File: src/rtl/i2cdw_pkg.sv
// Shared types and constants for the I2C display write master.
package i2cdw_pkg;

  // Configuration register indexes.
  localparam logic [1:0] CFG_ADDR = 2'd0;
  localparam logic [1:0] CFG_CMD  = 2'd1;
  localparam logic [1:0] CFG_DATA = 2'd2;

  // Configuration reset values.
  localparam logic [7:0] ADDR_RESET = 8'h78;
  localparam logic [7:0] CMD_RESET  = 8'h00;
  localparam logic [7:0] DATA_RESET = 8'h40;

  localparam int IN_DATA_W  = 16;
  localparam int OUT_DATA_W = 8;

  // One result of the sequencer, as seen after one input transfer.
  typedef struct packed {
    logic nack_error;
    logic byte_done;
    logic ready_res;
    logic sda_level;
    logic scl_level;
  } res_t;

endpackage

File: src/rtl/i2cdw_seq.sv
// Bus sequencer: configuration registers, line state and next-state logic.
module i2cdw_seq (
  input  logic             clk,
  input  logic             rst_n,
  input  logic             cfg_we,
  input  logic [1:0]       cfg_index,
  input  logic [7:0]       cfg_data,
  input  logic             acc,
  input  logic             tick,
  input  logic             req,
  input  logic             is_data,
  input  logic [7:0]       data_byte,
  input  logic             more_follows,
  input  logic             ignore_nack,
  input  logic             sda_sample,
  output i2cdw_pkg::res_t  res
);
  import i2cdw_pkg::*;

  localparam logic [2:0] PH_IDLE   = 3'd0;
  localparam logic [2:0] PH_START1 = 3'd1;
  localparam logic [2:0] PH_START2 = 3'd2;
  localparam logic [2:0] PH_BYTE   = 3'd3;
  localparam logic [2:0] PH_HOLD   = 3'd4;
  localparam logic [2:0] PH_STOP1  = 3'd5;
  localparam logic [2:0] PH_STOP2  = 3'd6;
  localparam logic [2:0] PH_STOP3  = 3'd7;

  localparam logic [1:0] STG_ADDR = 2'd0;
  localparam logic [1:0] STG_CTRL = 2'd1;
  localparam logic [1:0] STG_DATA = 2'd2;

  localparam logic [2:0] SUB_LOW  = 3'd0;
  localparam logic [2:0] SUB_HIGH = 3'd1;
  localparam logic [2:0] SUB_ACKL = 3'd2;
  localparam logic [2:0] SUB_ACKH = 3'd3;
  localparam logic [2:0] SUB_ACKC = 3'd4;

  logic [7:0] addr_r, cmd_r, dctl_r;
  logic [2:0] phase_r, phase_nxt;
  logic [1:0] stage_r, stage_nxt;
  logic [2:0] sub_r, sub_nxt;
  logic [2:0] bit_r, bit_nxt;
  logic [7:0] shift_r, shift_nxt;
  logic [7:0] held_r, held_nxt;
  logic       hdata_r, hdata_nxt;
  logic       hmore_r, hmore_nxt;
  logic       hign_r, hign_nxt;
  logic       open_r, open_nxt;
  logic       disc_r, disc_nxt;
  logic       err_r, err_nxt;
  logic       scl_r, scl_nxt;
  logic       sda_r, sda_nxt;
  logic       done;

  // Configuration writes; an index past the list is ignored.
  always_ff @(posedge clk) begin
    if (!rst_n) begin
      addr_r <= ADDR_RESET;
      cmd_r  <= CMD_RESET;
      dctl_r <= DATA_RESET;
    end else if (cfg_we) begin
      unique case (cfg_index)
        CFG_ADDR: addr_r <= cfg_data;
        CFG_CMD:  cmd_r  <= cfg_data;
        CFG_DATA: dctl_r <= cfg_data;
        default:  ;
      endcase
    end
  end

  // Next state for one accepted transfer. A request taken in idle or hold consumes the step.
  always_comb begin
    phase_nxt = phase_r;
    stage_nxt = stage_r;
    sub_nxt   = sub_r;
    bit_nxt   = bit_r;
    shift_nxt = shift_r;
    held_nxt  = held_r;
    hdata_nxt = hdata_r;
    hmore_nxt = hmore_r;
    hign_nxt  = hign_r;
    open_nxt  = open_r;
    disc_nxt  = disc_r;
    err_nxt   = err_r;
    scl_nxt   = scl_r;
    sda_nxt   = sda_r;
    done      = 1'b0;
    if (acc) begin
      if (req && phase_r == PH_IDLE) begin
        if (disc_r) begin
          // Drop the byte while the rest of an aborted burst drains.
          done     = 1'b1;
          disc_nxt = more_follows;
        end else begin
          held_nxt  = data_byte;
          hdata_nxt = is_data;
          hmore_nxt = more_follows;
          hign_nxt  = ignore_nack;
          open_nxt  = 1'b1;
          phase_nxt = PH_START1;
        end
      end else if (req && phase_r == PH_HOLD) begin
        // Bus still open: go straight to the data byte.
        held_nxt  = data_byte;
        hdata_nxt = is_data;
        hmore_nxt = more_follows;
        hign_nxt  = ignore_nack;
        shift_nxt = data_byte;
        bit_nxt   = 3'd0;
        phase_nxt = PH_BYTE;
        stage_nxt = STG_DATA;
        sub_nxt   = SUB_LOW;
      end else if (tick) begin
        unique case (phase_r)
          PH_IDLE, PH_HOLD: ;
          PH_START1: begin
            scl_nxt   = 1'b1;
            sda_nxt   = 1'b0;
            phase_nxt = PH_START2;
          end
          PH_START2: begin
            scl_nxt   = 1'b0;
            sda_nxt   = 1'b0;
            shift_nxt = addr_r;
            bit_nxt   = 3'd0;
            phase_nxt = PH_BYTE;
            stage_nxt = STG_ADDR;
            sub_nxt   = SUB_LOW;
          end
          PH_BYTE: begin
            case (sub_r)
              SUB_LOW: begin
                scl_nxt = 1'b0;
                sda_nxt = shift_r[7];
                sub_nxt = SUB_HIGH;
              end
              SUB_HIGH: begin
                scl_nxt = 1'b1;
                if (bit_r == 3'd7) begin
                  sub_nxt = SUB_ACKL;
                end else begin
                  bit_nxt   = bit_r + 3'd1;
                  shift_nxt = {shift_r[6:0], 1'b0};
                  sub_nxt   = SUB_LOW;
                end
              end
              SUB_ACKL: begin
                scl_nxt = 1'b0;
                sda_nxt = 1'b1;
                sub_nxt = SUB_ACKH;
              end
              SUB_ACKH: begin
                scl_nxt = 1'b1;
                sda_nxt = 1'b1;
                sub_nxt = SUB_ACKC;
              end
              SUB_ACKC: begin
                scl_nxt = 1'b0;
                sda_nxt = 1'b1;
                if (sda_sample && !hign_r) begin
                  // Missing acknowledge: abort with a stop.
                  err_nxt   = 1'b1;
                  disc_nxt  = hmore_r;
                  done      = 1'b1;
                  phase_nxt = PH_STOP1;
                end else if (stage_r == STG_ADDR) begin
                  shift_nxt = hdata_r ? dctl_r : cmd_r;
                  bit_nxt   = 3'd0;
                  stage_nxt = STG_CTRL;
                  sub_nxt   = SUB_LOW;
                end else if (stage_r == STG_CTRL) begin
                  shift_nxt = held_r;
                  bit_nxt   = 3'd0;
                  stage_nxt = STG_DATA;
                  sub_nxt   = SUB_LOW;
                end else begin
                  done      = 1'b1;
                  phase_nxt = hmore_r ? PH_HOLD : PH_STOP1;
                end
              end
              default: begin
                phase_nxt = PH_IDLE;
                open_nxt  = 1'b0;
                scl_nxt   = 1'b1;
                sda_nxt   = 1'b1;
              end
            endcase
          end
          PH_STOP1: begin
            scl_nxt   = 1'b0;
            sda_nxt   = 1'b0;
            phase_nxt = PH_STOP2;
          end
          PH_STOP2: begin
            scl_nxt   = 1'b1;
            sda_nxt   = 1'b0;
            phase_nxt = PH_STOP3;
          end
          PH_STOP3: begin
            scl_nxt   = 1'b1;
            sda_nxt   = 1'b1;
            open_nxt  = 1'b0;
            phase_nxt = PH_IDLE;
          end
          default: ;
        endcase
      end
    end
  end

  // State registers.
  always_ff @(posedge clk) begin
    if (!rst_n) begin
      phase_r <= PH_IDLE;
      stage_r <= STG_ADDR;
      sub_r   <= SUB_LOW;
      bit_r   <= 3'd0;
      shift_r <= 8'd0;
      held_r  <= 8'd0;
      hdata_r <= 1'b0;
      hmore_r <= 1'b0;
      hign_r  <= 1'b0;
      open_r  <= 1'b0;
      disc_r  <= 1'b0;
      err_r   <= 1'b0;
      scl_r   <= 1'b1;
      sda_r   <= 1'b1;
    end else begin
      phase_r <= phase_nxt;
      stage_r <= stage_nxt;
      sub_r   <= sub_nxt;
      bit_r   <= bit_nxt;
      shift_r <= shift_nxt;
      held_r  <= held_nxt;
      hdata_r <= hdata_nxt;
      hmore_r <= hmore_nxt;
      hign_r  <= hign_nxt;
      open_r  <= open_nxt;
      disc_r  <= disc_nxt;
      err_r   <= err_nxt;
      scl_r   <= scl_nxt;
      sda_r   <= sda_nxt;
    end
  end

  // Result of this transfer, taken from the state after the step.
  always_comb begin
    res.scl_level  = scl_nxt;
    res.sda_level  = sda_nxt;
    res.ready_res  = (phase_nxt == PH_IDLE) || (phase_nxt == PH_HOLD);
    res.byte_done  = done;
    res.nack_error = err_nxt;
  end

`ifndef SYNTHESIS
  // Both lines are released whenever the bus is idle.
  a_idle_lines: assert property (@(posedge clk) disable iff (!rst_n)
    phase_r == PH_IDLE |-> scl_r && sda_r)
    else $error("lines not released in idle");

  // The error flag is sticky until reset.
  a_err_sticky: assert property (@(posedge clk) disable iff (!rst_n)
    err_r |=> err_r)
    else $error("error flag cleared");

  // Discarding only happens after an abort, never inside a transaction.
  a_disc_phase: assert property (@(posedge clk) disable iff (!rst_n)
    disc_r |-> phase_r == PH_IDLE || phase_r == PH_STOP1 ||
               phase_r == PH_STOP2 || phase_r == PH_STOP3)
    else $error("discard set during transaction");

  // Holding the bus means a transaction is open.
  a_hold_open: assert property (@(posedge clk) disable iff (!rst_n)
    phase_r == PH_HOLD |-> open_r)
    else $error("hold without open bus");
`endif

endmodule

File: src/rtl/i2cdw_out.sv
// Output register that holds one result until the downstream side takes it.
module i2cdw_out (
  input  logic                                 clk,
  input  logic                                 rst_n,
  input  logic                                 in_valid,
  output logic                                 in_ready,
  input  i2cdw_pkg::res_t                      res,
  output logic                                 out_tvalid,
  input  logic                                 out_tready,
  output logic [i2cdw_pkg::OUT_DATA_W-1:0]     out_tdata
);
  import i2cdw_pkg::*;

  localparam int PAD_W = OUT_DATA_W - $bits(res_t);

  logic                  valid_r;
  logic [OUT_DATA_W-1:0] data_r;

  // A new transfer is taken whenever the register is empty or the held result leaves this cycle.
  assign in_ready = !valid_r || out_tready;

  always_ff @(posedge clk) begin
    if (!rst_n) begin
      valid_r <= 1'b0;
    end else if (in_ready) begin
      valid_r <= in_valid;
    end
  end

  always_ff @(posedge clk) begin
    if (in_valid && in_ready) begin
      data_r <= {{PAD_W{1'b0}}, res};
    end
  end

  assign out_tvalid = valid_r;
  assign out_tdata  = data_r;

endmodule

File: src/rtl/i2c_display_write_master.sv
// Top level of the write-only I2C display master.
// Latency: a result appears in the cycle after its input transfer.
// Throughput: one input transfer per cycle; only output backpressure stalls it.
// Bus bit rate is set by the tick cadence: two ticks per bit, plus ACK slots.
// Reset (rst_n low, synchronous): bus idle, both lines high, error flag clear.
module i2c_display_write_master (
  input  logic                               clk,
  input  logic                               rst_n,
  input  logic                               cfg_valid,
  output logic                               cfg_ready,
  input  logic [1:0]                         cfg_index,
  input  logic [7:0]                         cfg_data,
  input  logic                               in_tvalid,
  output logic                               in_tready,
  // tick[0], request_valid[1], data_byte[9:2], more_follows[10],
  // ignore_nack[11], sda_sample[12], zero[15:13]
  input  logic [i2cdw_pkg::IN_DATA_W-1:0]    in_tdata,
  // is_data[0]
  input  logic                               in_tuser,
  output logic                               out_tvalid,
  input  logic                               out_tready,
  // scl_level[0], sda_level[1], ready_res[2], byte_done[3],
  // nack_error[4], zero[7:5]
  output logic [i2cdw_pkg::OUT_DATA_W-1:0]   out_tdata
);
  import i2cdw_pkg::*;

  res_t res;
  logic acc;

  assign cfg_ready = 1'b1;
  assign acc       = in_tvalid && in_tready;

  i2cdw_seq u_seq (
    .clk          (clk),
    .rst_n        (rst_n),
    .cfg_we       (cfg_valid && cfg_ready),
    .cfg_index    (cfg_index),
    .cfg_data     (cfg_data),
    .acc          (acc),
    .tick         (in_tdata[0]),
    .req          (in_tdata[1]),
    .is_data      (in_tuser),
    .data_byte    (in_tdata[9:2]),
    .more_follows (in_tdata[10]),
    .ignore_nack  (in_tdata[11]),
    .sda_sample   (in_tdata[12]),
    .res          (res)
  );

  i2cdw_out u_out (
    .clk        (clk),
    .rst_n      (rst_n),
    .in_valid   (in_tvalid),
    .in_ready   (in_tready),
    .res        (res),
    .out_tvalid (out_tvalid),
    .out_tready (out_tready),
    .out_tdata  (out_tdata)
  );

endmodule
File: config.mk
export PLATFORM = sky130hd
export DESIGN_NAME = i2c_display_write_master
export DESIGN_NICKNAME = d
export VERILOG_FILES = /design/src/rtl/i2cdw_pkg.sv /design/src/rtl/i2cdw_seq.sv /design/src/rtl/i2cdw_out.sv /design/src/rtl/i2c_display_write_master.sv
export SDC_FILE = /design/constraint.sdc
export NUM_CORES = 1
export LEC_CHECK = 0
export BUFFER_PORTS_ARGS = -buffer_cell sky130_fd_sc_hd__buf_2
export CAP_MARGIN = 20
export CORE_ASPECT_RATIO = 0.8
export CORE_MARGIN = 3
export CORE_UTILIZATION = 62
export DETAILED_ROUTE_END_ITERATION = 6
export MAX_ROUTING_LAYER = met4
export PLACE_DENSITY = 0.94
export SYNTH_ARGS = -nofsm -noshare
export SYNTH_HDL_FRONTEND = slang
export SYNTH_SLANG_ARGS = --single-unit
File: constraint.sdc
create_clock -name clk -period 4.5 [get_ports clk]
set_input_delay 0.9 -clock clk [delete_from_list [all_inputs] [get_ports clk]]
set_output_delay 0.9 -clock clk [all_outputs]
set_load 0.02 [all_outputs]
==> results.cfg <==
[critical_path]
rr_startpoint = u_seq.phase_r[1]
cp-end-kind = primary output
r2r_cells = 4
critPathMaxFanout = 8
crit_chain = buf_2 -> and2b_1 -> clkinv_1 -> buf_2
setup.worst_path.start = out_tready
cpMostUsedCell = buf_2
crit_family = buffers and inverters
cp_slowest_cell = and2b_1
worst-endpoint-required_ns = 3.60
path_buf_inv = 3
crit_type = primary input to primary output
cpPeakStageDelay_ns = 0.29
startpoint_type = primary input
arrival_ns = 1.82
cp.depth = 4

[route]
vias = 3034
detail-route-antenna-nets = 0
drtIter0Drc = 302
drt_pass1_iterations = 5
via_per_inst = 6.668
routed_wl_um = 8218
drcViolationCount = 0
routedWlPerCell_um = 18.06

[pwr]
powerDensity_nw_per_um2 = 327.0
p_leak_uw = 0.001594
peakVddDrop_mv = 0.1760

[hold_path]
whs_path_depth = 2
hp-start = u_seq.bit_r[1]
hold_class = flip-flop to flip-flop

[global_routing]
grt_max_degree = 38
grt_pass1_vias = 2804
grt_pass1_wl_um = 13410
grt_usage_pct = 28.17
grt_overflow = 0
antenna_found_initial = 0

[place]
gp_congestion = 0.9106
port_buffers = 35
postPlaceCellArea_um2 = 3491
post-place-ws_ns = 1.765
dp_cells = 439
dp_hpwl_um = 5469

[synthesis]
synth.avg_cell_area_um2 = 9.073
netlist.top_cell.by_area = dfxtp_1
synth_area_leaders = dfxtp_1, mux2i_1, nor2_1, edfxtp_1, o21ai_0
yosysWarnings = 0
synth_compound_area_share_pct = 21.02
yosysTopAreaCellShare_pct = 34.81
synthXorXnorAreaFrac_pct = 0
synth_mux_area_share_pct = 13.83
ys_seq_area_share_pct = 39.23
synth_edf_count = 5
synthArstFlopShare_pct = 0
yosys.area_share.simple_pct = 18.29
syn-cell-area_um2 = 3393
synthAdderAreaFrac_pct = 0.7375
synth_top_family_by_area = compound AO/OA/AOI/OAI gates
ys_ff_latch = 64
syn_inst = 374
ys_types = 65
synth-main-ff-cell = dfxtp_1

[sta]
slew_headroom_pct = 31.96
fmax_mhz = 368.1
worstMarginPinSlew_ns = 1.021
rsz0062_at_grt = no
fin_crit_ns = 2.716
tns_ns = 0
slew_violations = 0
fin_crit_sh_pct = 60.36
finClkSkew_ns = 0.009844
hold_viol = 0
fin_ws_ns = 1.784
setup_viol_count_final = 0

[die]
start_util_pct = 65.87
ios = 43
die-area_um2 = 6402
core_um2 = 5151
num_rows = 23
die_y_um = 72.17
die_w_um = 88.71

[clock_tree]
cts_resized = 0
clock_sinks = 64
cts_buffer_depth = 2
cts_tree = done
numCtsBuffers = 9
postCtsHoldBufs = 0
clk_latency_ns = 0.36
clockRootBuffer = clkbuf_8
htree_levels = 3
cts_setup_buffers = 0
path_clk_slew_ns = 0.06

[cells_and_area]
instances_no_fill = 455
syn_to_final_growth_pct = 8.444
final_core_util_pct = 71.44
layout.nets = 422
n_fill_cell = 354
mostFrequentLayoutCells = dfxtp_1, nor2_1, mux2i_1, buf_2
drive_gt1_share_pct = 19.59
n_antenna_cell = 0
fin_area_um2 = 3680
layout_commonest_cell = dfxtp_1

[flow_run]
maxCapViolations = 0

[outcome]
status = finished clean
worst register-to-register path: stages (launching register included):
cell      delay (ns)
dfxtp_1         0.64
and3b_1         0.93
o211ai_2        0.56
nand3_2         0.26
mux2i_1         0.20
state kept, by name, indices dropped and copies added (netlist names), named ones only:
signal,flops
u_seq.phase_r,2
u_seq.addr_r,8
u_seq.err_r,1
u_seq.cmd_r,8
u_seq.held_r,8
u_seq.stage_r,2
u_seq.bit_r,3
u_seq.sub_r,3
u_out.out_tdata,5
u_seq.shift_r,8
u_seq.sda_r,1
u_seq.scl_r,1
u_seq.hign_r,1
u_seq.hmore_r,1
u_out.out_tvalid,1
u_seq.disc_r,1
u_seq.dctl_r,8
u_seq.hdata_r,1
cells in the mapped netlist (all sizes together), types with 2 or more instances:
| master | instances |
|---|---|
| o41ai | 2 |
| a31oi | 10 |
| o21bai | 8 |
| nand3 | 13 |
| or2 | 3 |
| nand2b | 3 |
| o21ai | 23 |
| nand2 | 23 |
| edfxtp | 5 |
| o211ai | 4 |
| nor2 | 42 |
| a311oi | 2 |
| mux2i | 39 |
| clkbuf | 12 |
| a41o | 7 |
| o311ai | 2 |
| dfxtp | 59 |
| o21a | 4 |
| a211oi | 4 |
| nand4 | 10 |
| conb | 2 |
| nor3b | 4 |
| ha | 2 |
| o2111ai | 8 |
| o31ai | 2 |
| buf | 26 |
| nand3b | 5 |
| nor3 | 4 |
| mux2 | 7 |
| inv | 8 |
| a21oi | 11 |
layout make-up:
cell class	count	area [um2]	share of cell area (%)
Sequential cell	64	1331	36.18
Tap cell	62	77.57	2.108
Multi-Input combinational cell	265	1843	50.09
Clock inverter	6	61.31	1.666
Timing Repair Buffer	39	205.2	5.576
Inverter	9	33.78	0.9181
Clock buffer	10	127.6	3.468
final timing paths:
path | endpoint | slack [ns]
min | u_seq.bit_r[1] | 0.47
min reg2reg | u_seq.bit_r[1] | 0.47
max | in_tready | 1.78
max reg2reg | u_seq.bit_r[1] | 1.85
per-layer routing:
metal | part of all wire (%) | routed length [um] | global-route usage, % | vias to the layer above
met4 | 1.9 | 159 | 10.74 | 0
met5 | 0 | 0 | - | -
met3 | 8.7 | 711 | 9.194 | 21
met2 | 46 | 3762 | 41.02 | 169
li1 | - | - | - | 1394
met1 | 44 | 3583 | 36.38 | 1450
logic make-up after synthesis:
group                    after synthesis
AO/OA/AOI/OAI                         95
adder cells (fa/ha/maj)                2
buffers and inverters                 47
flip-flops                            64
multiplexers                          46
other                                  2
AND/OR/NAND/NOR                      118
stage by stage:
step / total power [uW] / hold slack (ns)
floorplan: 693.9 / 0.4346
global placement: 724.5 / 0.4501
detailed placement: 730.0 / 0.4638
CTS: 1206 / 0.4766
global route: 1243 / 0.5005
finish: 1203 / 0.4703
power by group:
group	internal, uW	leakage, uW	switching (uW)	total (uW)
combinational	45.8	0.000974	69.1	115
clock	254	0.0000960	229	483
sequential	592	0.000524	13.3	605
total	891	0.00159	312	1200
Note: power is estimated with default switching activity, not from simulation.
